<file path="config.mk">
export PLATFORM = sky130hd
export DESIGN_NAME = ppur_front
export DESIGN_NICKNAME = d
export VERILOG_FILES = /design/src/hw/rtl/ppur_pkg.sv /design/src/hw/rtl/ppur_front.sv
export SDC_FILE = /design/constraint.sdc
export NUM_CORES = 1
export LEC_CHECK = 0
export BUFFER_PORTS_ARGS = -buffer_cell sky130_fd_sc_hd__buf_2
export CAP_MARGIN = 20
export CORE_AREA = 2 2 53 55
export CTS_CLUSTER_SIZE = 25
export DETAILED_ROUTE_END_ITERATION = 12
export DIE_AREA = 0 0 55 57
export GPL_TIMING_DRIVEN = 0
export PLACE_DENSITY = 0.74
export SETUP_SLACK_MARGIN = 0.3
export SLEW_MARGIN = 20
export SYNTH_ARGS = -nofsm -noshare
export SYNTH_HDL_FRONTEND = slang
export SYNTH_SLANG_ARGS = --single-unit
</file>
<file path="constraint.sdc">
create_clock -name i_clk -period 2.2 [get_ports i_clk]
set_input_delay 0.22 -clock i_clk [delete_from_list [all_inputs] [get_ports i_clk]]
set_output_delay 0.22 -clock i_clk [all_outputs]
set_load 0.02 [all_outputs]
</file>
<file path="src/hw/rtl/ppur_pkg.sv">
// Shared types, constants and sizes for the register and VRAM port unit.
`default_nettype none

package ppur_pkg;

    // Memory sizes and their address widths
    localparam int NAME_RAM_BYTES    = 4096;
    localparam int NT_AW             = $clog2(NAME_RAM_BYTES);
    localparam int PATTERN_RAM_BYTES = 8192;
    localparam int PAT_AW            = $clog2(PATTERN_RAM_BYTES);
    localparam int OAM_BYTES         = 256;
    localparam int OAM_AW            = $clog2(OAM_BYTES);
    localparam int PAL_BYTES         = 32;
    localparam int PAL_AW            = $clog2(PAL_BYTES);

    // Configuration port
    localparam int  APB_AW         = 3;
    localparam logic CFG_IDX_MIRROR = 1'b0;

    typedef enum logic [2:0] {
        MIR_HORZ      = 3'd0,
        MIR_VERT      = 3'd1,
        MIR_SINGLE_LO = 3'd2,
        MIR_SINGLE_HI = 3'd3,
        MIR_FOUR      = 3'd4
    } t_mirror;

    typedef enum logic [1:0] {
        OP_READ      = 2'd0,
        OP_WRITE     = 2'd1,
        OP_VBLANK    = 2'd2,
        OP_PRERENDER = 2'd3
    } t_op;

    typedef enum logic [2:0] {
        REG_CTRL    = 3'd0,
        REG_MASK    = 3'd1,
        REG_STATUS  = 3'd2,
        REG_OAMADDR = 3'd3,
        REG_OAMDATA = 3'd4,
        REG_SCROLL  = 3'd5,
        REG_ADDR    = 3'd6,
        REG_DATA    = 3'd7
    } t_reg;

    typedef enum logic [3:0] {
        CMD_ZERO,
        CMD_RD_STATUS,
        CMD_RD_OAM,
        CMD_RD_DATA,
        CMD_WR_CTRL,
        CMD_WR_OAMADDR,
        CMD_WR_OAMDATA,
        CMD_WR_SCROLL,
        CMD_WR_ADDR,
        CMD_WR_DATA,
        CMD_VBLANK,
        CMD_PRERENDER
    } t_cmd_kind;

    typedef struct packed {
        t_cmd_kind  kind;
        logic [7:0] data;
    } t_cmd;

    typedef struct packed {
        logic valid;
        t_cmd cmd;
    } t_cmd_head;

    typedef enum logic [1:0] {
        ST_CLEAR,
        ST_IDLE,
        ST_WAIT
    } t_state;

endpackage

`default_nettype wire

</file>
<file path="src/hw/rtl/ppur_front.sv">
// Front end: accepts input words, classifies them and queues commands.
`default_nettype none

module ppur_front (
    input  wire logic                 i_clk,
    input  wire logic                 i_rst_n,
    input  wire logic                 s_axis_tvalid,
    output logic                      s_axis_tready,
    input  wire logic [15:0]          s_axis_tdata,
    input  wire logic [1:0]           s_axis_tuser,
    input  wire logic                 i_clearing,
    input  wire logic                 i_pop,
    output ppur_pkg::t_cmd_head       o_head
);

    logic [1:0]          op;
    logic [2:0]          reg_idx;
    ppur_pkg::t_cmd      w_cmd;
    ppur_pkg::t_cmd      r_q [2];
    logic                r_wr_ptr;
    logic                r_rd_ptr;
    logic [1:0]          r_count;
    logic                w_push;

    assign op      = s_axis_tuser;
    assign reg_idx = s_axis_tdata[2:0];

    always_comb begin
        w_cmd.data = s_axis_tdata[10:3];
        w_cmd.kind = ppur_pkg::CMD_ZERO;
        case (op)
            ppur_pkg::OP_READ: begin
                case (reg_idx)
                    ppur_pkg::REG_STATUS:  w_cmd.kind = ppur_pkg::CMD_RD_STATUS;
                    ppur_pkg::REG_OAMDATA: w_cmd.kind = ppur_pkg::CMD_RD_OAM;
                    ppur_pkg::REG_DATA:    w_cmd.kind = ppur_pkg::CMD_RD_DATA;
                    default:               w_cmd.kind = ppur_pkg::CMD_ZERO;
                endcase
            end
            ppur_pkg::OP_WRITE: begin
                case (reg_idx)
                    ppur_pkg::REG_CTRL:    w_cmd.kind = ppur_pkg::CMD_WR_CTRL;
                    ppur_pkg::REG_OAMADDR: w_cmd.kind = ppur_pkg::CMD_WR_OAMADDR;
                    ppur_pkg::REG_OAMDATA: w_cmd.kind = ppur_pkg::CMD_WR_OAMDATA;
                    ppur_pkg::REG_SCROLL:  w_cmd.kind = ppur_pkg::CMD_WR_SCROLL;
                    ppur_pkg::REG_ADDR:    w_cmd.kind = ppur_pkg::CMD_WR_ADDR;
                    ppur_pkg::REG_DATA:    w_cmd.kind = ppur_pkg::CMD_WR_DATA;
                    // mask only steers rendering; status is read-only
                    default:               w_cmd.kind = ppur_pkg::CMD_ZERO;
                endcase
            end
            ppur_pkg::OP_VBLANK:    w_cmd.kind = ppur_pkg::CMD_VBLANK;
            ppur_pkg::OP_PRERENDER: w_cmd.kind = ppur_pkg::CMD_PRERENDER;
            default:                w_cmd.kind = ppur_pkg::CMD_ZERO;
        endcase
    end

    // Hold off input while the memories are being cleared
    assign s_axis_tready = (r_count != 2'd2) && !i_clearing;
    assign w_push        = s_axis_tvalid && s_axis_tready;

    assign o_head.valid = (r_count != 2'd0);
    assign o_head.cmd   = r_q[r_rd_ptr];

    always_ff @(posedge i_clk) begin
        if (w_push) begin
            r_q[r_wr_ptr] <= w_cmd;
        end
    end

    always_ff @(posedge i_clk) begin
        if (!i_rst_n) begin
            r_wr_ptr <= 1'b0;
            r_rd_ptr <= 1'b0;
            r_count  <= 2'd0;
        end else begin
            if (w_push) begin
                r_wr_ptr <= ~r_wr_ptr;
            end
            if (i_pop) begin
                r_rd_ptr <= ~r_rd_ptr;
            end
            case ({w_push, i_pop})
                2'b10:   r_count <= r_count + 2'd1;
                2'b01:   r_count <= r_count - 2'd1;
                default: r_count <= r_count;
            endcase
        end
    end

endmodule

`default_nettype wire

</file>
-- Word-level counts from Yosys, hierarchy flattened
Memories as Yosys holds them, arrays and structs flattened. A register that Yosys moved wholly into a read port is not among the register bits.
Cells that the tools add are included.
- flip-flop bits (word level): 4
- word-level logic and storage cells: 35
- output and inout port bits: 14
- memory bits (writable): 24
- input port bits: 23
- memories: 1
- memories (memory ; depth ; bits a word ; rd ports ; clocked after memory_dff ; wr ports ; line ; text):
    r_q ; 2 ; 12 ; 1 ; 1 ; 1 ; ppur_front.sv:19 ; ppur_pkg::t_cmd r_q [2];
- bitwise gates (word level): 2
- reductions and logical operators: 7
- add/subtract/negate cells: 2
- multiplexer cells: 8
- equal/unequal tests: 12
- operators with widths (operator ; number):
    4-bit one-hot mux with 6 select lines ; 1
    4-bit one-hot mux with 4 select lines ; 1
    3-bit == test (second input constant) ; 4
    2-bit == test (second input constant) ; 3
    3-bit by 2-bit == test with 1-bit output (second input constant) ; 2
    2-bit one-hot mux with 3 select lines ; 1
    2-bit by 1-bit == test with 1-bit output (second input constant) ; 2
    1-bit two-way mux ; 4
    2-bit one-hot mux with 2 select lines ; 1
    2-bit nonzero test ; 2
    3-bit zero test ; 1
    2-bit by 1-bit adder with 2-bit output (second input constant) ; 1
    1-bit logical AND ; 2
    2-bit zero test ; 1
    2-bit != test (second input constant) ; 1
    1-bit NOT ; 2
    2-bit by 1-bit subtractor with 2-bit output (second input constant) ; 1
    1-bit zero test ; 1

-- Longest topological paths before layout
Gate-level depths: netlist of the first run.
- depth after elaboration: 5
- mapped depth: 7
- gate-level depth less buffers: 7

-- Worst setup path after synthesis of the first run
OpenSTA, ideal clock, no wires.
- path type: register to register
- start point: reg r_count[0]
- end point: reg r_count[1]
- path slack: 0.444 ns
- setup time: 0.070 ns
- arrival time: 1.686 ns
- path buffers: 0
- cell stages (with the launch flop): 7
- clock period less this slack: 1.756 ns
- cells stage by stage: dfxtp_1 -> nor2b_1 -> nor2_1 -> nand2_1 -> ha_1 -> or3_1 -> a21oi_1
- word-level cells in the longest chain between the ends: 5
- elaborated cells between the ends (all ways): 9
- classes of those cells: 2 x add/sub; 3 x eq/ne; 1 x mux; 3 x reduce/logical
- RTL lines (element ; line ; text):
    start, declared ; ppur_front.sv:22 ; logic [1:0] r_count;
    start signal, assigned ; ppur_front.sv:84 ; 2'b10: r_count <= r_count + 2'd1;
    start signal, assigned ; ppur_front.sv:85 ; 2'b01: r_count <= r_count - 2'd1;
    start signal, assigned ; ppur_front.sv:86 ; default: r_count <= r_count;
    2-bit != test (*) ; ppur_front.sv:59 ; assign s_axis_tready = (r_count != 2'd2) && !i_clearing;
    1-bit logical AND (*) ; ppur_front.sv:59 ;
    named net s_axis_tready ; ppur_front.sv:8 ; output logic s_axis_tready,
    1-bit logical AND (*) ; ppur_front.sv:60 ; assign w_push = s_axis_tvalid && s_axis_tready;
    2-bit by 1-bit == test with 1-bit output or 2-bit == test (tied branches) ; ppur_front.sv:83 ; case ({w_push, i_pop})
    2-bit one-hot mux with 2 select lines or 2-bit nonzero test (tied branches) ; -- ;
Mark *: on every way through the listed nets, which the timed path passes. The rest lies on a longest branch.
A chain may end at the register's enable or synchronous reset.

-- Worst setup path in the final report of the first run
- start point: reg r_count[1]
- end point: reg r_count[1]
- word-level cells in the longest chain between the ends: 5
- elaborated cells between the ends (all ways): 9
- classes of those cells: 2 x add/sub; 3 x eq/ne; 1 x mux; 3 x reduce/logical
- RTL lines (element ; line):
    2-bit != test ; ppur_front.sv:59
    1-bit logical AND ; ppur_front.sv:59
    1-bit logical AND ; ppur_front.sv:60
    2-bit by 1-bit == test with 1-bit output or 2-bit == test (tied branches) ; ppur_front.sv:83
    2-bit one-hot mux with 2 select lines or 2-bit nonzero test (tied branches) ; --
Parallel ways exist; a longest one is shown, timed or not.

==> metrics.yaml, run 1 <==
die_h_um: 57
yosys.area.top_type: "edfxtp_1"
netlist-cell-type-count: 26
cellInternalPower_w: 0.0008226
synth_top_family_by_area: "multiplexers"
ys_ff_latch: 29
yosysWarningCount: 0
clock_skew_ps: 8.088
crit_family: "simple AND/OR/NAND/NOR gates"
synthXorXnorAreaFrac: 0.03696
multi_input_area_sq_um: 360.3
initial_utilization: 0.4531
seq_area_sq_um: 820.8
startpoint: "r_count[1]"
fin_crit_sh: 0.7965
viasPerCell: 5.116
drv_cap: 0
ant_nets: 0
first_pass_iters: 4
fp.dieW_um: 55
p_seq_frac: 0.581
drt_iter0_drc: 9
pwr-share-clk: 0.249
postCtsSetupBuffers: 0
comb_power_share: 0.170
tns_ps: 0
reg2reg_from: "r_count[1]"
syn_area_per_cell_sq_um: 15.39
syn_inst: 77
stdcell_count: 146
synth-simple-area-share: 0.09293
slew_headroom: 0.4494
dpl.cell_count: 139
clk_path_buf_depth: 2
synth_top_area_frac: 0.6082
portBuffers: 31
ios: 37
syn_nets: 101
ys_seq_area_frac: 0.6927
hpwl_um: 1518
diodes: 0
cts.clk_slew.worst_paths_ps: 90
rsz0062_at_grt: "false"
start_kind: "register"
synth_compound_area_frac: 0.04224
vias: 747
clk_latency_ps: 310
dieArea_sq_um: 3135
cp_max_fo: 4
rows: 19
slowest_delay_ps: 400
synth_area_sq_um: 1185
antenna_found_initial: 0
powerDensity_nw_per_um2: 774.6
grt_max_degree: 14
hold_start: "s_axis_tdata[4]"
root_buffer: "clkbuf_4"
clock-sinks: 29
tritoncts: "done"
grt_overflow: 0
cp_data_required_time_ps: 2450
area_growth_pct: 20.91
min_path_type: "input pin to register"
layout.nets: 139
wl_um: 2000
peakVddDrop_mv: 0.5552
cts_buffers: 5
worst_slew_pin_slew_ps: 819.8
grt_pass1_vias: 753
cts_resized: 0
critPathKind: "register to register"
worstSetupEndpointType: "register"
grt_first_pass_wirelength_um: 3118
drc: 0
worst-path-buf-inv: 0
synthAdderAreaFrac: 0.01056
setup_viol: 0
crit_slowest_cell: "or3_1"
status: "completed"
power_w: 0.001110
final-hold-violation-count: 0
track_usage: 0.1456
p_leak_nw: 0.5546
switching_share: 0.2588
drive_gt1_frac: 0.3391
fmax_mhz: 570.7
h-tree-depth: 2
core_area_sq_um: 2615
wl_per_cell_um: 13.70
slew_viol_final: 0
synthTopCellsByArea: "edfxtp_1 (61%), mux2_1 (11%), dfxtp_1 (8.4%), xnor2_1 (3.0%), nor2_1 (1.9%)"
worstPathArrival_ps: 2000
switching_power_w: 0.0002872
routabilityCongestion: 0.6995
fillCellCount: 233
synth.area.mux_share: 0.1140
min_period_ps: 1752
cts_hold_buf: 0
crit_chain: "nor2b_1 -> nor2_1 -> nand2_1 -> ha_1 -> or3_1 -> a21oi_1"
power groups by stage:
stage	Combinational (W)	Sequential, W	Clock (W)
floorplan	0.000122	0.000652	0
global placement	0.000181	0.000654	0
detailed placement	0.000190	0.000658	0
global route	0.000208	0.000649	0.000308
finish	0.000189	0.000645	0.000276
CTS	0.000192	0.000645	0.000283
layout make-up:
| class | count | area share |
|---|---|---|
| plain buffers | 1 | 0.003493 |
| clock buffers | 6 | 0.02882 |
| clock inverters | 1 | 0.002620 |
| inverters | 2 | 0.005240 |
| multi-input cells | 45 | 0.2515 |
| flip-flops and latches | 29 | 0.5729 |
| well taps | 31 | 0.02707 |
| repair buffers | 31 | 0.1083 |
final timing paths:
path | endpoint | slack, ps | cells after the start
max | r_count[1] | 450 | 6
min | r_q[0][1] | 90 | 1
max reg2reg | r_count[1] | 450 | 6
min reg2reg | register | 510 | 2
Yosys cell counts:
cell and count:
buf_2 1, a31o_2 1, nor4_2 1, xor2_1 1, inv_1 2, xnor2_1 4
a21oi_1 1, edfxtp_1 24, nand2b_1 1, a21o_1 1, or3_1 1, o21ai_0 1
mux2_1 12, o21a_1 1, nand3_1 2, o31a_1 1, nand2_1 2, o211ai_1 1
and3_1 1, nand4_1 1, ha_1 1, or2_1 1, dfxtp_1 5, nor2b_1 3
nor3b_1 1, nor2_1 6
state kept, by name, summed over array words and instances (netlist names), named ones only:
register	flops
r_q	24
r_wr_ptr	1
r_rd_ptr	1
r_count	2
metrics by stage:
step | hold slack [ps] | area (sq um) | worst slack [ps] | utilization
2_1_floorplan | 318.9 | 1185 | 444.2 | -
3_3_place_gp | 409.1 | 1379 | 236.4 | 0.5273
3_5_place_dp | 413.6 | 1388 | 487.7 | 0.5306
4_1_cts | 84.39 | 1433 | 442.4 | 0.5478
5_1_grt | 73.50 | 1433 | 338.3 | 0.5478
6_report | 92.12 | 1433 | 447.8 | 0.5478
layout by cell type (no fill, tap or decap):
cell / synthesis / final
a21o_1: 1 / 1
nand4_1: 1 / 1
o31a_1: 1 / 1
edfxtp_1: 24 / 24
o211ai_1: 1 / 1
dfxtp_1: 5 / 5
inv_1: 2 / 2
nand2_1: 2 / 2
mux2_1: 12 / 12
a21oi_1: 1 / 1
clkinv_1: 0 / 1
buf_2: 1 / 32
o21a_1: 1 / 1
or2_1: 1 / 1
nor4_4: 0 / 1
nand2b_1: 1 / 1
xor2_1: 1 / 1
nand3_1: 2 / 2
o21ai_0: 1 / 1
and3_1: 1 / 1
nor2_1: 6 / 6
nor2b_1: 3 / 3
clkbuf_1: 0 / 1
clkbuf_4: 0 / 5
xnor2_1: 4 / 4
a31o_2: 1 / 1
ha_1: 1 / 1
nor3b_1: 1 / 1
or3_1: 1 / 1
per-layer routing:
metal | global-route usage | up-vias | wire, um
met4 | 0.06272 | 0 | 37
met3 | 0.07592 | 7 | 133
met5 | 0 | - | 0
met2 | 0.2381 | 22 | 1056
li1 | - | 363 | -
met1 | 0.1525 | 355 | 772
kinds of logic (layout without fill, tap and decap cells):
logic type      after synthesis  count (layout)
simple gates                 20              20
xor+xnor                      5               5
buf+inv                       3              41
flops                        29              29
mux                          12              12
fa+ha+maj                     1               1
compound gates                7               7
No activity file was read; power rests on OpenSTA's default activity.
==> run 2: changes to the inputs <==
CORE_AREA = 2 2 55 57   (was 2 2 53 55)
DIE_AREA = 0 0 57 59   (was 0 0 55 57)
PLACE_DENSITY = 0.72   (was 0.74)
clock period = 1.55 ns   (was 2.2 ns; I/O delays follow)
==> run 2 against run 1 <==
Design area rose by 26%. Flip-flop and latch count stayed put. Combinational power is 150% higher. Cell count rose by 12%. First-iteration DRC count increased by 120%. Clock skew rose by 0.63 ps. Sequential share of layout area shrank 12 points. Sequential power grew 43%. Worst setup slack got worse by 360 ps. Register-to-register slack worse by 360 ps. Clock power increased by 49%. Core utilization increased by 12 points.
==> metrics.yaml, run 2 (synthesis gave the netlist of run 1 again) <==
slew_viol_final: 0
status: "completed"
wl_met1_um: 998
vias: 825
cp_max_fo: 5
wl_per_cell_um: 15.44
grt_pass1_vias: 728
tns_ps: 0
holdPathStages: 1
slowest_delay_ps: 400
min_period_ps: 1460
fmax_mhz: 684.9
critPathKind: "register to output port"
worst-path-buf-inv: 2
crit_family: "flip-flops"
antenna_found_initial: 0
root_buffer: "clkbuf_4"
grt_max_degree: 14
worstSetupEndpointType: "output port"
drive_gt1_frac: 0.5152
clk_path_buf_depth: 2
fp.dieW_um: 57
final_common_cell: "edfxtp_1"
dieArea_sq_um: 3363
drc: 0
rsz0062_at_grt: "true"
first_pass_iters: 4
area_growth_pct: 52.90
topRoutingLayerUsed: "met4"
setup_viol: 0
start_kind: "register"
portBuffers: 31
hpwl_um: 1443
peakVddDrop_mv: 0.7178
crit_chain: "clkbuf_16 -> mux2_4 -> buf_6"
cp_data_required_time_ps: 1390
final_cell_mix: "edfxtp_1 (24), buf_2 (17), buf_6 (15)"
regMostFlops: "r_q"
worstPathArrival_ps: 1310
dr_wl_met2_um: 1280
wl_um: 2517
diodes: 0
final-hold-violation-count: 0
reg.largest.list: "r_q x24, r_count x2"
power_w: 0.001805
min_path_type: "input pin to register"
rows: 19
worst_slew_pin_slew_ps: 255.8
layout.nets: 155
die_h_um: 59
tritoncts: "done"
crit_cells: 3
clock-sinks: 29
initial_utilization: 0.4372
grt_overflow: 0
track_usage: 0.1383
grt_first_pass_wirelength_um: 3229
cts_buffers: 5
largest_reg_flops: 24
cts.clk_slew.worst_paths_ps: 80
crit_slowest_cell: "dfxtp_4"
met3WireLength_um: 169
viasPerCell: 5.061
reg2reg_depth: 6
drt_iter0_drc: 20
clk_latency_ps: 330
fin_crit_sh: 0.9420
core_area_sq_um: 2710
powerDensity_nw_per_um2: 996.3
h-tree-depth: 2
p_leak_nw: 0.7252
routabilityCongestion: 0.6583
ant_nets: 0
ios: 37
drv_cap: 0
clock_skew_ps: 8.713
slew_headroom: 0.8291
-- run 2: cell count changes in the layout (fill, tap and decap cells not counted), sizes merged --
| cell | delta |
|---|---|
| buf | +7 |
| dlygate4sd3 | +7 |
| clkbuf | +3 |
-- run 2: report_power, final --
part / leakage [nW] / total, W / internal (W) / switching [W]
Combinational: 0.435 / 0.000470 / 0.000269 / 0.000202
Sequential: 0.263 / 0.000923 / 0.000896 / 0.0000266
Clock: 0.0269 / 0.000412 / 0.000174 / 0.000238
-- run 2: area by class of cell --
cell class / instances / area [sq um]
Fill cell: 189 / 898.4
Sequential cell: 29 / 829.5
Multi-Input combinational cell: 45 / 440.4
Timing Repair Buffer: 47 / 431.7
Clock buffer: 7 / 45.04
Tap cell: 31 / 38.79
Buffer: 1 / 15.01
Inverter: 2 / 7.507
Clock inverter: 1 / 3.754
-- run 2: per-layer routing --
metal | vias to the layer above | GRT usage
li1 | 395 | -
met1 | 392 | 0.1396
met2 | 31 | 0.2266
met3 | 7 | 0.08297
met4 | 0 | 0.06977
met5 | - | 0
-- run 2: final timing paths --
kind / from / to / slack, ps
max: register / o_head[10] / 90
min: s_axis_tdata[8] / r_q[0][5] / 30
max reg2reg: r_count[1] / r_count[1] / 90
min reg2reg: r_count[1] / r_count[1] / 510
-- run 2: metrics by stage --
| stage | util | hold WS, ps | std cells | setup slack [ps] | area (sq um) |
|---|---|---|---|---|---|
| 2_1_floorplan | - | 253.9 | 77 | 94.10 | 1226 |
| 5_1_grt | 0.6685 | 8.728 | 163 | 27.40 | 1812 |
| 6_report | 0.6685 | 33.73 | 163 | 89.92 | 1812 |
| 4_1_cts | 0.5720 | 2.050 | 151 | 73.94 | 1550 |
| 3_3_place_gp | 0.5240 | 343.6 | 139 | 36.50 | 1420 |
| 3_5_place_dp | 0.5240 | 348.3 | 139 | 17.39 | 1420 |
-- run 2: timing repair --
item	in CTS	in global routing
endpoints found under the setup margin	39	29
gates cloned	0	2
pin swaps	3	5
hold buffers	0	7
endpoints found under the hold margin	0	12
setup buffers	4	3
gates resized for setup	13	36
